File: config.mk
export PLATFORM = sky130hd
export DESIGN_NAME = tiny_cpu_execute_stage_core
export DESIGN_NICKNAME = d
export VERILOG_FILES = /design/src/hw/rtl/tce_pkg.sv /design/src/hw/rtl/tce_regfile.sv /design/src/hw/rtl/tce_divider.sv /design/src/hw/rtl/tiny_cpu_execute_stage_core.sv
export SDC_FILE = /design/constraint.sdc
export NUM_CORES = 1
export LEC_CHECK = 0
export ABC_CLOCK_PERIOD_IN_PS = 5400
export BUFFER_PORTS_ARGS = -buffer_cell sky130_fd_sc_hd__buf_2
export CAP_MARGIN = 0
export CELL_PAD_IN_SITES_DETAIL_PLACEMENT = 1
export CELL_PAD_IN_SITES_GLOBAL_PLACEMENT = 2
export CORE_MARGIN = 2
export CORE_UTILIZATION = 30
export DETAILED_ROUTE_END_ITERATION = 7
export GPL_TIMING_DRIVEN = 0
export HOLD_SLACK_MARGIN = 0.08
export PLACE_DENSITY_LB_ADDON = 0.1
export SETUP_SLACK_MARGIN = 0.2
export SLEW_MARGIN = 10
export SYNTH_ARGS = -nofsm -noshare
export SYNTH_HDL_FRONTEND = slang
export SYNTH_HIERARCHICAL = 1
export SYNTH_SLANG_ARGS = --single-unit
File: constraint.sdc
create_clock -name clk -period 5.4 [get_ports clk]
set_input_delay 1.08 -clock clk [delete_from_list [all_inputs] [get_ports clk]]
set_output_delay 1.08 -clock clk [all_outputs]
set_load 0.05 [all_outputs]
File: src/hw/rtl/tce_pkg.sv
// ----------------------------------------------------------------------------
// tce_pkg
// shared types, codes and sizes for the tiny cpu execute stage
// ----------------------------------------------------------------------------
package tce_pkg;

    localparam int REG_COUNT = 8;
    localparam int REG_IDX_W = (REG_COUNT > 1) ? $clog2(REG_COUNT) : 1;
    localparam int DATA_W    = 16;
    localparam int DIV_CNT_W = $clog2(DATA_W + 1);

    // opcodes
    localparam logic [3:0] OP_NOP   = 4'd0;
    localparam logic [3:0] OP_HALT  = 4'd1;
    localparam logic [3:0] OP_MOVI  = 4'd2;
    localparam logic [3:0] OP_ADD   = 4'd3;
    localparam logic [3:0] OP_SUB   = 4'd4;
    localparam logic [3:0] OP_DIV   = 4'd5;
    localparam logic [3:0] OP_LOAD  = 4'd6;
    localparam logic [3:0] OP_STORE = 4'd7;
    localparam logic [3:0] OP_JMP   = 4'd8;
    localparam logic [3:0] OP_JZ    = 4'd9;

    // result status codes
    localparam logic [2:0] ST_OK         = 3'd0;
    localparam logic [2:0] ST_HALTED     = 3'd1;
    localparam logic [2:0] ST_BAD_INSN   = 3'd2;
    localparam logic [2:0] ST_BAD_REG    = 3'd3;
    localparam logic [2:0] ST_DIV_ZERO   = 3'd4;
    localparam logic [2:0] ST_MISALIGNED = 3'd5;

    typedef struct packed {
        logic        well_formed;
        logic [3:0]  mode;
        logic [3:0]  dest_index;
        logic [3:0]  source_index;
        logic [15:0] immediate_value;
        logic [15:0] target_address;
        logic [15:0] load_data;
    } cmd_t;

    typedef struct packed {
        logic [2:0]  status;
        logic        jump_taken;
        logic [15:0] next_pointer;
        logic        memory_read;
        logic        memory_write;
        logic [15:0] access_address;
        logic [15:0] write_data;
        logic        zero_now;
        logic        halted_now;
    } res_t;

    typedef struct packed {
        logic                 en;
        logic [REG_IDX_W-1:0] addr;
        logic [DATA_W-1:0]    data;
    } rf_wr_t;

    typedef struct packed {
        logic              start;
        logic [DATA_W-1:0] dividend;
        logic [DATA_W-1:0] divisor;
    } div_req_t;

    typedef struct packed {
        logic              busy;
        logic [DATA_W-1:0] quotient;
    } div_stat_t;

    typedef enum logic [2:0] {
        S_IDLE,
        S_READ,
        S_EXEC,
        S_DIV,
        S_FIN
    } state_t;

    function automatic logic idx_ok(input logic [3:0] idx);
        return {1'b0, idx} < 5'(REG_COUNT);
    endfunction

endpackage

File: src/hw/rtl/tce_regfile.sv
// ----------------------------------------------------------------------------
// tce_regfile
// register file, one write port and two registered read ports
// ----------------------------------------------------------------------------
module tce_regfile (
    input  logic                          clk,
    input  logic                          rst_n,
    input  tce_pkg::rf_wr_t               wr,
    input  logic [tce_pkg::REG_IDX_W-1:0] ra_addr,
    input  logic [tce_pkg::REG_IDX_W-1:0] rb_addr,
    output logic [tce_pkg::DATA_W-1:0]    ra_data,
    output logic [tce_pkg::DATA_W-1:0]    rb_data
);
    import tce_pkg::*;

    logic [DATA_W-1:0]    mem [REG_COUNT];
    logic [REG_COUNT-1:0] valid_reg;
    logic [DATA_W-1:0]    ra_data_reg;
    logic [DATA_W-1:0]    rb_data_reg;

    // valid bits stand in for the all-zero reset of the entries
    always_ff @(posedge clk or negedge rst_n)
    begin
        if (!rst_n)
        begin
            valid_reg <= '0;
        end
        else if (wr.en)
        begin
            valid_reg[wr.addr] <= 1'b1;
        end
    end

    always_ff @(posedge clk)
    begin
        if (wr.en)
        begin
            mem[wr.addr] <= wr.data;
        end
        ra_data_reg <= valid_reg[ra_addr] ? mem[ra_addr] : '0;
        rb_data_reg <= valid_reg[rb_addr] ? mem[rb_addr] : '0;
    end

    assign ra_data = ra_data_reg;
    assign rb_data = rb_data_reg;

endmodule

File: src/hw/rtl/tce_divider.sv
// ----------------------------------------------------------------------------
// tce_divider
// restoring unsigned divider, one quotient bit per cycle
// ----------------------------------------------------------------------------
module tce_divider (
    input  logic                clk,
    input  logic                rst_n,
    input  tce_pkg::div_req_t   req,
    output tce_pkg::div_stat_t  stat
);
    import tce_pkg::*;

    logic                 busy_reg;
    logic                 busy_next;
    logic [DIV_CNT_W-1:0] cnt_reg;
    logic [DIV_CNT_W-1:0] cnt_next;
    logic [DATA_W-1:0]    rem_reg;
    logic [DATA_W-1:0]    rem_next;
    logic [DATA_W-1:0]    quo_reg;
    logic [DATA_W-1:0]    quo_next;
    logic [DATA_W-1:0]    dvs_reg;
    logic [DATA_W-1:0]    dvs_next;
    logic [DATA_W:0]      shifted;
    logic [DATA_W:0]      trial;

    always_comb
    begin
        shifted   = {rem_reg, quo_reg[DATA_W-1]};
        trial     = shifted - {1'b0, dvs_reg};
        busy_next = busy_reg;
        cnt_next  = cnt_reg;
        rem_next  = rem_reg;
        quo_next  = quo_reg;
        dvs_next  = dvs_reg;
        if (req.start)
        begin
            busy_next = 1'b1;
            cnt_next  = DIV_CNT_W'(DATA_W);
            rem_next  = '0;
            quo_next  = req.dividend;
            dvs_next  = req.divisor;
        end
        else if (busy_reg)
        begin
            if (!trial[DATA_W])
            begin
                rem_next = trial[DATA_W-1:0];
                quo_next = {quo_reg[DATA_W-2:0], 1'b1};
            end
            else
            begin
                rem_next = shifted[DATA_W-1:0];
                quo_next = {quo_reg[DATA_W-2:0], 1'b0};
            end
            cnt_next = cnt_reg - 1'b1;
            if (cnt_reg == DIV_CNT_W'(1))
            begin
                busy_next = 1'b0;
            end
        end
    end

    always_ff @(posedge clk or negedge rst_n)
    begin
        if (!rst_n)
        begin
            busy_reg <= 1'b0;
            cnt_reg  <= '0;
        end
        else
        begin
            busy_reg <= busy_next;
            cnt_reg  <= cnt_next;
        end
    end

    always_ff @(posedge clk)
    begin
        rem_reg <= rem_next;
        quo_reg <= quo_next;
        dvs_reg <= dvs_next;
    end

    assign stat.busy     = busy_reg;
    assign stat.quotient = quo_reg;

endmodule

File: src/hw/rtl/tiny_cpu_execute_stage_core.sv
// ----------------------------------------------------------------------------
// tiny_cpu_execute_stage_core
// execute stage of a small 16-bit cpu: register file, flags and a divider
// ----------------------------------------------------------------------------
// sequence: idle takes the command beat, read fetches the operands, exec checks
// it and writes the result slot; DIV starts the bit-serial divider in exec, waits
// in div until it is done, then finishes; cmd_ready is high only in idle, so a new
// command is taken only after the last one has finished, which waits on a stalled result slot
// reset: asynchronous, active low; registers read as zero, flags cleared,
// no result pending.
module tiny_cpu_execute_stage_core (
    input  logic          clk,
    input  logic          rst_n,
    input  logic          cmd_valid,
    output logic          cmd_ready,
    input  tce_pkg::cmd_t cmd,
    output logic          res_valid,
    input  logic          res_ready,
    output tce_pkg::res_t res
);
    import tce_pkg::*;

    // sequencer
    state_t    state_reg;
    state_t    state_next;

    // captured command beat
    cmd_t      item_reg;

    // architectural flags
    logic      zero_reg;
    logic      zero_next;
    logic      halted_reg;
    logic      halted_next;

    // result slot, parts the sequencer from the consumer
    logic      res_valid_reg;
    logic      res_valid_next;
    res_t      res_reg;

    // register file and divider hookup
    rf_wr_t            rf_wr;
    logic [DATA_W-1:0] opa;
    logic [DATA_W-1:0] opb;
    div_req_t          div_req;
    div_stat_t         div_stat;

    // instruction evaluation
    res_t              result;
    logic              need_div;
    logic              wr_en;
    logic [DATA_W-1:0] wr_val;
    logic              set_halt;

    logic              cmd_fire;
    logic              slot_free;
    logic              finish;

    assign cmd_fire  = cmd_valid && cmd_ready;
    assign slot_free = !res_valid_reg || res_ready;

    tce_regfile u_regfile (
        .clk     (clk),
        .rst_n   (rst_n),
        .wr      (rf_wr),
        .ra_addr (item_reg.dest_index[REG_IDX_W-1:0]),
        .rb_addr (item_reg.source_index[REG_IDX_W-1:0]),
        .ra_data (opa),
        .rb_data (opb)
    );

    tce_divider u_divider (
        .clk   (clk),
        .rst_n (rst_n),
        .req   (div_req),
        .stat  (div_stat)
    );

    // decode and evaluate the captured command against operands and flags;
    // errors in order: malformed, bad register, divide by zero, odd address
    always_comb
    begin
        result         = '0;
        need_div       = 1'b0;
        wr_en          = 1'b0;
        wr_val         = '0;
        set_halt       = 1'b0;
        result.status  = ST_OK;
        if (!item_reg.well_formed)
        begin
            result.status = ST_BAD_INSN;
        end
        else
        begin
            case (item_reg.mode)
                OP_NOP:
                begin
                end
                OP_HALT:
                begin
                    set_halt      = 1'b1;
                    result.status = ST_HALTED;
                end
                OP_MOVI:
                begin
                    if (!idx_ok(item_reg.dest_index))
                    begin
                        result.status = ST_BAD_REG;
                    end
                    else
                    begin
                        wr_en  = 1'b1;
                        wr_val = item_reg.immediate_value;
                    end
                end
                OP_ADD, OP_SUB, OP_DIV:
                begin
                    if (!idx_ok(item_reg.dest_index) || !idx_ok(item_reg.source_index))
                    begin
                        result.status = ST_BAD_REG;
                    end
                    else if (item_reg.mode == OP_ADD)
                    begin
                        wr_en  = 1'b1;
                        wr_val = opa + opb;
                    end
                    else if (item_reg.mode == OP_SUB)
                    begin
                        wr_en  = 1'b1;
                        wr_val = opa - opb;
                    end
                    else if (opb == '0)
                    begin
                        result.status = ST_DIV_ZERO;
                    end
                    else
                    begin
                        need_div = 1'b1;
                        wr_en    = 1'b1;
                        wr_val   = div_stat.quotient;
                    end
                end
                OP_LOAD:
                begin
                    if (!idx_ok(item_reg.dest_index))
                    begin
                        result.status = ST_BAD_REG;
                    end
                    else if (item_reg.target_address[0])
                    begin
                        result.status = ST_MISALIGNED;
                    end
                    else
                    begin
                        wr_en                 = 1'b1;
                        wr_val                = item_reg.load_data;
                        result.memory_read    = 1'b1;
                        result.access_address = item_reg.target_address;
                    end
                end
                OP_STORE:
                begin
                    if (!idx_ok(item_reg.source_index))
                    begin
                        result.status = ST_BAD_REG;
                    end
                    else if (item_reg.target_address[0])
                    begin
                        result.status = ST_MISALIGNED;
                    end
                    else
                    begin
                        result.memory_write   = 1'b1;
                        result.access_address = item_reg.target_address;
                        result.write_data     = opb;
                    end
                end
                OP_JMP:
                begin
                    result.jump_taken   = 1'b1;
                    result.next_pointer = item_reg.target_address;
                end
                OP_JZ:
                begin
                    if (zero_reg)
                    begin
                        result.jump_taken   = 1'b1;
                        result.next_pointer = item_reg.target_address;
                    end
                end
                default:
                begin
                    result.status = ST_BAD_INSN;
                end
            endcase
        end
        zero_next         = wr_en ? (wr_val == '0) : zero_reg;
        halted_next       = halted_reg || set_halt;
        result.zero_now   = zero_next;
        result.halted_now = halted_next;
    end

    // next state
    always_comb
    begin
        state_next = state_reg;
        case (state_reg)
            S_IDLE:
            begin
                if (cmd_fire)
                begin
                    state_next = S_READ;
                end
            end
            S_READ:
            begin
                state_next = S_EXEC;
            end
            S_EXEC:
            begin
                if (need_div)
                begin
                    state_next = S_DIV;
                end
                else if (slot_free)
                begin
                    state_next = S_IDLE;
                end
            end
            S_DIV:
            begin
                if (!div_stat.busy)
                begin
                    state_next = S_FIN;
                end
            end
            S_FIN:
            begin
                if (slot_free)
                begin
                    state_next = S_IDLE;
                end
            end
            default:
            begin
                state_next = S_IDLE;
            end
        endcase
    end

    // sequencer outputs
    always_comb
    begin
        cmd_ready        = 1'b0;
        finish           = 1'b0;
        div_req.start    = 1'b0;
        div_req.dividend = opa;
        div_req.divisor  = opb;
        case (state_reg)
            S_IDLE:
            begin
                cmd_ready = 1'b1;
            end
            S_EXEC:
            begin
                div_req.start = need_div;
                finish        = !need_div && slot_free;
            end
            S_FIN:
            begin
                finish = slot_free;
            end
            default:
            begin
            end
        endcase
    end

    // writeback only when the result beat is committed
    assign rf_wr.en   = finish && wr_en;
    assign rf_wr.addr = item_reg.dest_index[REG_IDX_W-1:0];
    assign rf_wr.data = wr_val;

    always_comb
    begin
        res_valid_next = res_valid_reg;
        if (finish)
        begin
            res_valid_next = 1'b1;
        end
        else if (res_ready)
        begin
            res_valid_next = 1'b0;
        end
    end

    always_ff @(posedge clk or negedge rst_n)
    begin
        if (!rst_n)
        begin
            state_reg     <= S_IDLE;
            zero_reg      <= 1'b0;
            halted_reg    <= 1'b0;
            res_valid_reg <= 1'b0;
        end
        else
        begin
            state_reg     <= state_next;
            res_valid_reg <= res_valid_next;
            if (finish)
            begin
                zero_reg   <= zero_next;
                halted_reg <= halted_next;
            end
        end
    end

    always_ff @(posedge clk)
    begin
        if (cmd_fire)
        begin
            item_reg <= cmd;
        end
        if (finish)
        begin
            res_reg <= result;
        end
    end

    assign res_valid = res_valid_reg;
    assign res       = res_reg;

endmodule

==> results of run 1 <==
[worst max-delay path by stage]
| stage | start | slack, ns | depth (start not counted) | end |
|---|---|---|---|---|
| floorplan | item_reg[57] | 1.63 | 9 | u_divider/quo_reg[0] |
| finish | item_reg[56] | 0.78 | 11 | u_regfile/mem[2][2] |
| CTS | item_reg[56] | 0.72 | 11 | u_regfile/mem[2][2] |
| global placement | item_reg[56] | -0.90 | 9 | u_regfile/mem[0][9] |
| detailed placement | item_reg[56] | 0.74 | 11 | u_regfile/mem[2][7] |
| global route | item_reg[59] | 0.57 | 11 | u_regfile/mem[2][9] |
[per-layer routing]
metal  up-vias  routed length (um)  part of all wire [%]  GRT usage (%)
li1       5070                   -                     -              -
met1      5541               23900                    46           24.9
met2       196               24800                    48           30.2
met3        66                1930                   3.7           2.63
met4         0                1230                   2.4           5.38
met5         -                   0                     0              0
[metrics by stage]
stage	std cells	utilization [%]	hold WS, ns
after floorplan	1239	-	0.452
after global placement	2108	33.2	0.465
after detailed placement	2121	33.7	0.483
after CTS	2196	36.1	0.498
after global routing	2196	36.1	0.525
final	2196	36.1	0.491
[kinds of logic after synthesis]
kind of cell	count (synthesis)	synth area share (%)
mux	120	12.5
fa+ha+maj	52	4.02
flops	344	58.2
other cells	1	0.0224
simple gates	355	10.8
xor+xnor	34	1.94
buf+inv	120	3.27
compound gates	213	9.24
[worst max-delay path, delay by kind of cell, from the launching register on]
kind	cells	cell delay, ns
buf+inv	3	0.59
flops	1	0.42
compound gates	2	0.48
simple gates	6	2.80
[synth_stat cells (all sizes together) (18+ instances only)]
library cell	n	area share, %
nor2	111	2.5
nand2	78	1.7
dfrtp	20	3.0
o21ai	40	1.2
xnor2	21	1.1
mux2i	35	2.2
nor3	18	0.60
buf	35	1.4
dfxtp	48	5.7
a21oi	51	1.6
mux4	68	9.1
clkbuf	30	0.67
and2	52	2.0
edfxtp	276	49
inv	55	1.2
nand2b	19	0.71
ha	49	3.7
[area by class of cell]
class	instances	area, sq um
fillers	5847	35200
flip-flops and latches	344	9750
multi-input cells	775	6500
clock buffers	56	1140
well taps	748	936
repair buffers	134	842
plain buffers	65	340
inverters	55	206
clock inverters	19	175
[power groups by stage]
stage                     logic [mW]  registers (mW)  clock network [mW]
after floorplan                 1.79            3.83                   0
after global placement          3.01            3.50                   0
after detailed placement        3.07            3.48                   0
after CTS                       3.08            3.43                2.86
after global routing            3.32            3.46                2.93
final                           3.02            3.42                2.76
[cells in the final DEF (no fill, tap or decap), types with 10 or more instances in the layout]
cell type,n
and2_1,50
nor3_1,13
ha_1,49
nand4_1,11
dfxtp_1,48
edfxtp_1,276
buf_2,138
mux4_2,68
xnor2_1,20
nor2_1,104
mux2i_1,33
nand2_1,78
a21oi_1,49
inv_1,54
or2_2,11
o21ai_0,33
nand2b_1,19
a22oi_1,13
mux2_2,17
dfrtp_1,20
clkbuf_16,43
clkbuf_1,41
a311oi_1,12
nand3_1,10
xor2_1,12
==> metrics, run 1 <==
outcome=completed; fraction of layout cells with a size suffix above 1=25.2%; Cell Chain, Critical Path=buf_6 > nor4b_4 > a41oi_2 > and2_1 > o21ai_0 > nand3_1 > nor2_1 > nand2_1 > nor3_2 > buf_6 > buf_4; via/cell ratio=4.95; final worst setup slack=0.781 ns; PortBufs=121; Worst-path clk slew=0.06 ns; clock root cell=clkbuf_16; vias in the first global route=11500; FF-to-FF path depth=11; f_max=0.217 GHz; clock network fraction of total power=30.0%; fraction of registers with async set/reset=5.81%; DR WL/cell=23.6 um; max FFs per register=128; I/O Pins=123; Area Overhead vs Synth=18.8%; ant diodes=0; row count=86; Worst Path Arrival=4.89 ns; routed vias=10900; Most used DFF post-synth=edfxtp_1; cell mode on critical path=buf_6; skew final=0.0285 ns; Worst R2R End=u_regfile/mem[2][2]; Critical Path RT=5.67 ns; Die X=240 um; crit path max-delay cell type=nor4b_4; Skew-Pair Late Insertion Delay=0.58 ns; worst slew pin tran=1.21 ns; switching power share of the total=36.3%; Max IR drop VDD=0.288 mV; die area=57700 sq um; reg2reg setup slack=0.78 ns; wirelength, routed=51900 um; Pleak=7.02 nW; Congestion Overflow GR=0; RSZ-0062 raised after global routing=no; Total GRT Usage=18.3%; Comb power frac=32.8%; Power Density=463 nW/um^2; largest net degree at the start of global routing=56; syn_nets=1356; synth warn=6; Setup crit end kind=register; Post-Layout Inst Area=19900 sq um; Synth Cell Area=16700 sq um; Net Switching=3.34 mW; EDFF count, synth=276; Worst path max stage delay=0.67 ns; starting density of the core=30.4%; HP Start=u_regfile/valid_reg[5]; final hold vios=0; Setup TNS=0 ns; register area share after synthesis=58.2%; Core Area=55100 sq um; Synth cell types=94; dpl cell area=18600 sq um; Post-CTS Setup Bufs=0; final-report max-slew violation count=0; clk buf depth=3; chip height=240 um; H-tree Lvls=2; CTS Hold Bufs=0; RD Place Congestion=0.845; synthesized area per cell=13.5 sq um; worst-path fanout max=10; Int Pwr=5.87 mW; final worst path period share=85.5%; antenna violations before repair=2; Crit Path Category=reg -> reg; CTS sink count=344; Place WS=0.739 ns; Remaining DRCs=0; FF-to-FF Start=item_reg[56]; relative slew slack=18.9%; setup violators final=0; drt first pass iters=6; WHS Endpoint=u_regfile/valid_reg[5]; worst hold-check path type=reg -> reg; total CTS buffers=41; CTS tree=built; Reg power frac=37.2%; first-pass GRT wire length=76500 um; Max-cap violations=0; Overall Power=9.20 mW; crit path time final=4.62 ns; # resized after CTS=0; Final #Nets=1533; DRT iter0 DRCs=581; Routed Antenna Nets=0; Startpoint Class=register; hpwl dp=39100 um; Hold Crit Depth=1; Mapped Cells=1239; post-synthesis register bit count=344
Power figures use the tool's default switching activity.
==> run 2: changes to the inputs <==
Settings changed: BUFFER_PORTS_ARGS -buffer_cell sky130_fd_sc_hd__buf_2 to default, CTS_BUF_LIST from default to sky130_fd_sc_hd__clkbuf_4 sky130_fd_sc_hd__clkbuf_8, DONT_BUFFER_PORTS from default to 1.
==> metrics, run 2 (synthesized netlist as in run 1, its figures left out) <==
outcome=completed; first-pass GRT wire length=76900 um; I/O Pins=123; setup violators final=0; Max-cap violations=0; DR WL/cell=24.9 um; Post-CTS Setup Bufs=0; RD Place Congestion=0.825; Congestion Overflow GR=0; fillcell total=5856; final hold vios=0; Critical Path RT=5.71 ns; FF-to-FF path depth=10; crit path max-delay cell type=nor4b_4; Pleak=6.57 nW; Setup crit end kind=register; Total GRT Usage=18.6%; Worst path max stage delay=0.65 ns; wirelength, routed=52800 um; Overall Power=9.00 mW; die area=57700 sq um; starting density of the core=30.4%; chip height=240 um; H-tree Lvls=3; FF/Latch Area=9750 sq um; Core Area=55100 sq um; clock network fraction of total power=29.4%; worst slew pin tran=1.07 ns; Worst Path Buf+Inv=2; DRT iter0 DRCs=510; Setup TNS=0 ns; commonest non-fill, non-tap cell in the layout=edfxtp_1; Startpoint Class=register; CP top delay family=simple AND/OR/NAND/NOR gates; Skew-Pair Late Insertion Delay=0.64 ns; row count=86; Multi-input gate area=6510 sq um; Int Pwr=5.66 mW; Comb power frac=27.8%; vias in the first global route=11400; Cell Chain, Critical Path=clkbuf_1 > nor4b_4 > a41oi_2 > and2_1 > o21ai_0 > nand3_1 > nor2_1 > nand2b_1 > nor3_2 > buf_4; worst hold-check path type=in -> async; reg2reg setup slack=0.80 ns; Max IR drop VDD=0.252 mV; Die X=240 um; antenna violations before repair=2; switching power share of the total=37.1%; Crit Path Category=reg -> reg; CTS tree=built; relative slew slack=28.4%; Worst R2R End=u_regfile/mem[0][2]; max FFs per register=128; CTS sink count=344; RSZ-0062 raised after global routing=no; commonest non-fill, non-tap cells in the layout=edfxtp_1 (276), nor2_1 (104), nand2_1 (78); Area Overhead vs Synth=15.0%; via/cell ratio=4.99; Reg power frac=42.7%; Remaining DRCs=0; Final Util=35.0%; Routed Antenna Nets=0; total CTS buffers=66; Final #Nets=1438; FF-to-FF Start=item_reg[59]; ant diodes=0; Worst-path clk slew=0.08 ns; Net Switching=3.34 mW; Worst Path Arrival=4.91 ns; f_max=0.217 GHz; PortBufs=0; worst-path fanout max=8; crit path time final=4.60 ns; skew final=0.0386 ns; largest net degree at the start of global routing=56; hpwl dp=38900 um; Power Density=467 nW/um^2; final worst path period share=85.2%; clk buf depth=3; clock root cell=clkbuf_8; Critical Path Start=item_reg[59]; routed vias=10600; final-report max-slew violation count=0; drt first pass iters=7; fraction of layout cells with a size suffix above 1=21.1%
run 2: how the worst max path moves through the flow:
stage                            to  slack [ns]  depth (start not counted)
2_1_floorplan  u_divider/quo_reg[0]        1.63                          9
3_3_place_gp    u_regfile/mem[0][9]       -1.05                          9
3_5_place_dp    u_regfile/mem[0][9]        0.77                         10
4_1_cts         u_regfile/mem[0][2]        0.73                         10
5_1_grt        u_divider/quo_reg[0]        0.54                         11
6_report        u_regfile/mem[0][2]        0.80                         10
run 2: power by group through the flow:
stage / Clock, mW / Sequential [mW] / Combinational [mW]
after floorplan: 0 / 3.83 / 1.79
after global placement: 0 / 3.93 / 2.48
after detailed placement: 0 / 3.90 / 2.56
after CTS: 2.76 / 3.85 / 2.57
after global routing: 2.86 / 3.89 / 2.79
final: 2.65 / 3.85 / 2.50
run 2: per-layer routing:
metal	part of all wire, %	GRT usage (%)	up-vias
met5	0.025	0	-
li1	-	-	4893
met2	49	30.9	205
met4	1.8	4.67	2
met1	45	24.6	5400
met3	4.2	4.01	68
run 2: layout make-up:
type                            instances  share of cell area [%]
Buffer                                 65                    1.77
Clock buffer                           89                    5.78
Clock inverter                         28                    1.14
Inverter                               55                    1.07
Multi-Input combinational cell        775                    33.8
Sequential cell                       344                    50.6
Tap cell                              748                    4.86
Timing Repair Buffer                   14                   0.955
run 2: what timing repair did:
| item | CTS | global route |
|---|---|---|
| endpoints found under the hold margin | 14 | 0 |
| gates resized for setup | 0 | 0 |
| hold buffers | 1 | 0 |
run 2: stage by stage:
step / hold WS [ns] / instances / instance area (sq um) / setup slack [ns]
after floorplan: 0.452 / 1239 / 16700 / 1.63
after global placement: 0.468 / 1987 / 17700 / -1.05
after detailed placement: 0.482 / 2000 / 17900 / 0.775
after CTS: 0.0871 / 2118 / 19300 / 0.727
after global routing: 0.0994 / 2118 / 19300 / 0.537
final: 0.162 / 2118 / 19300 / 0.799
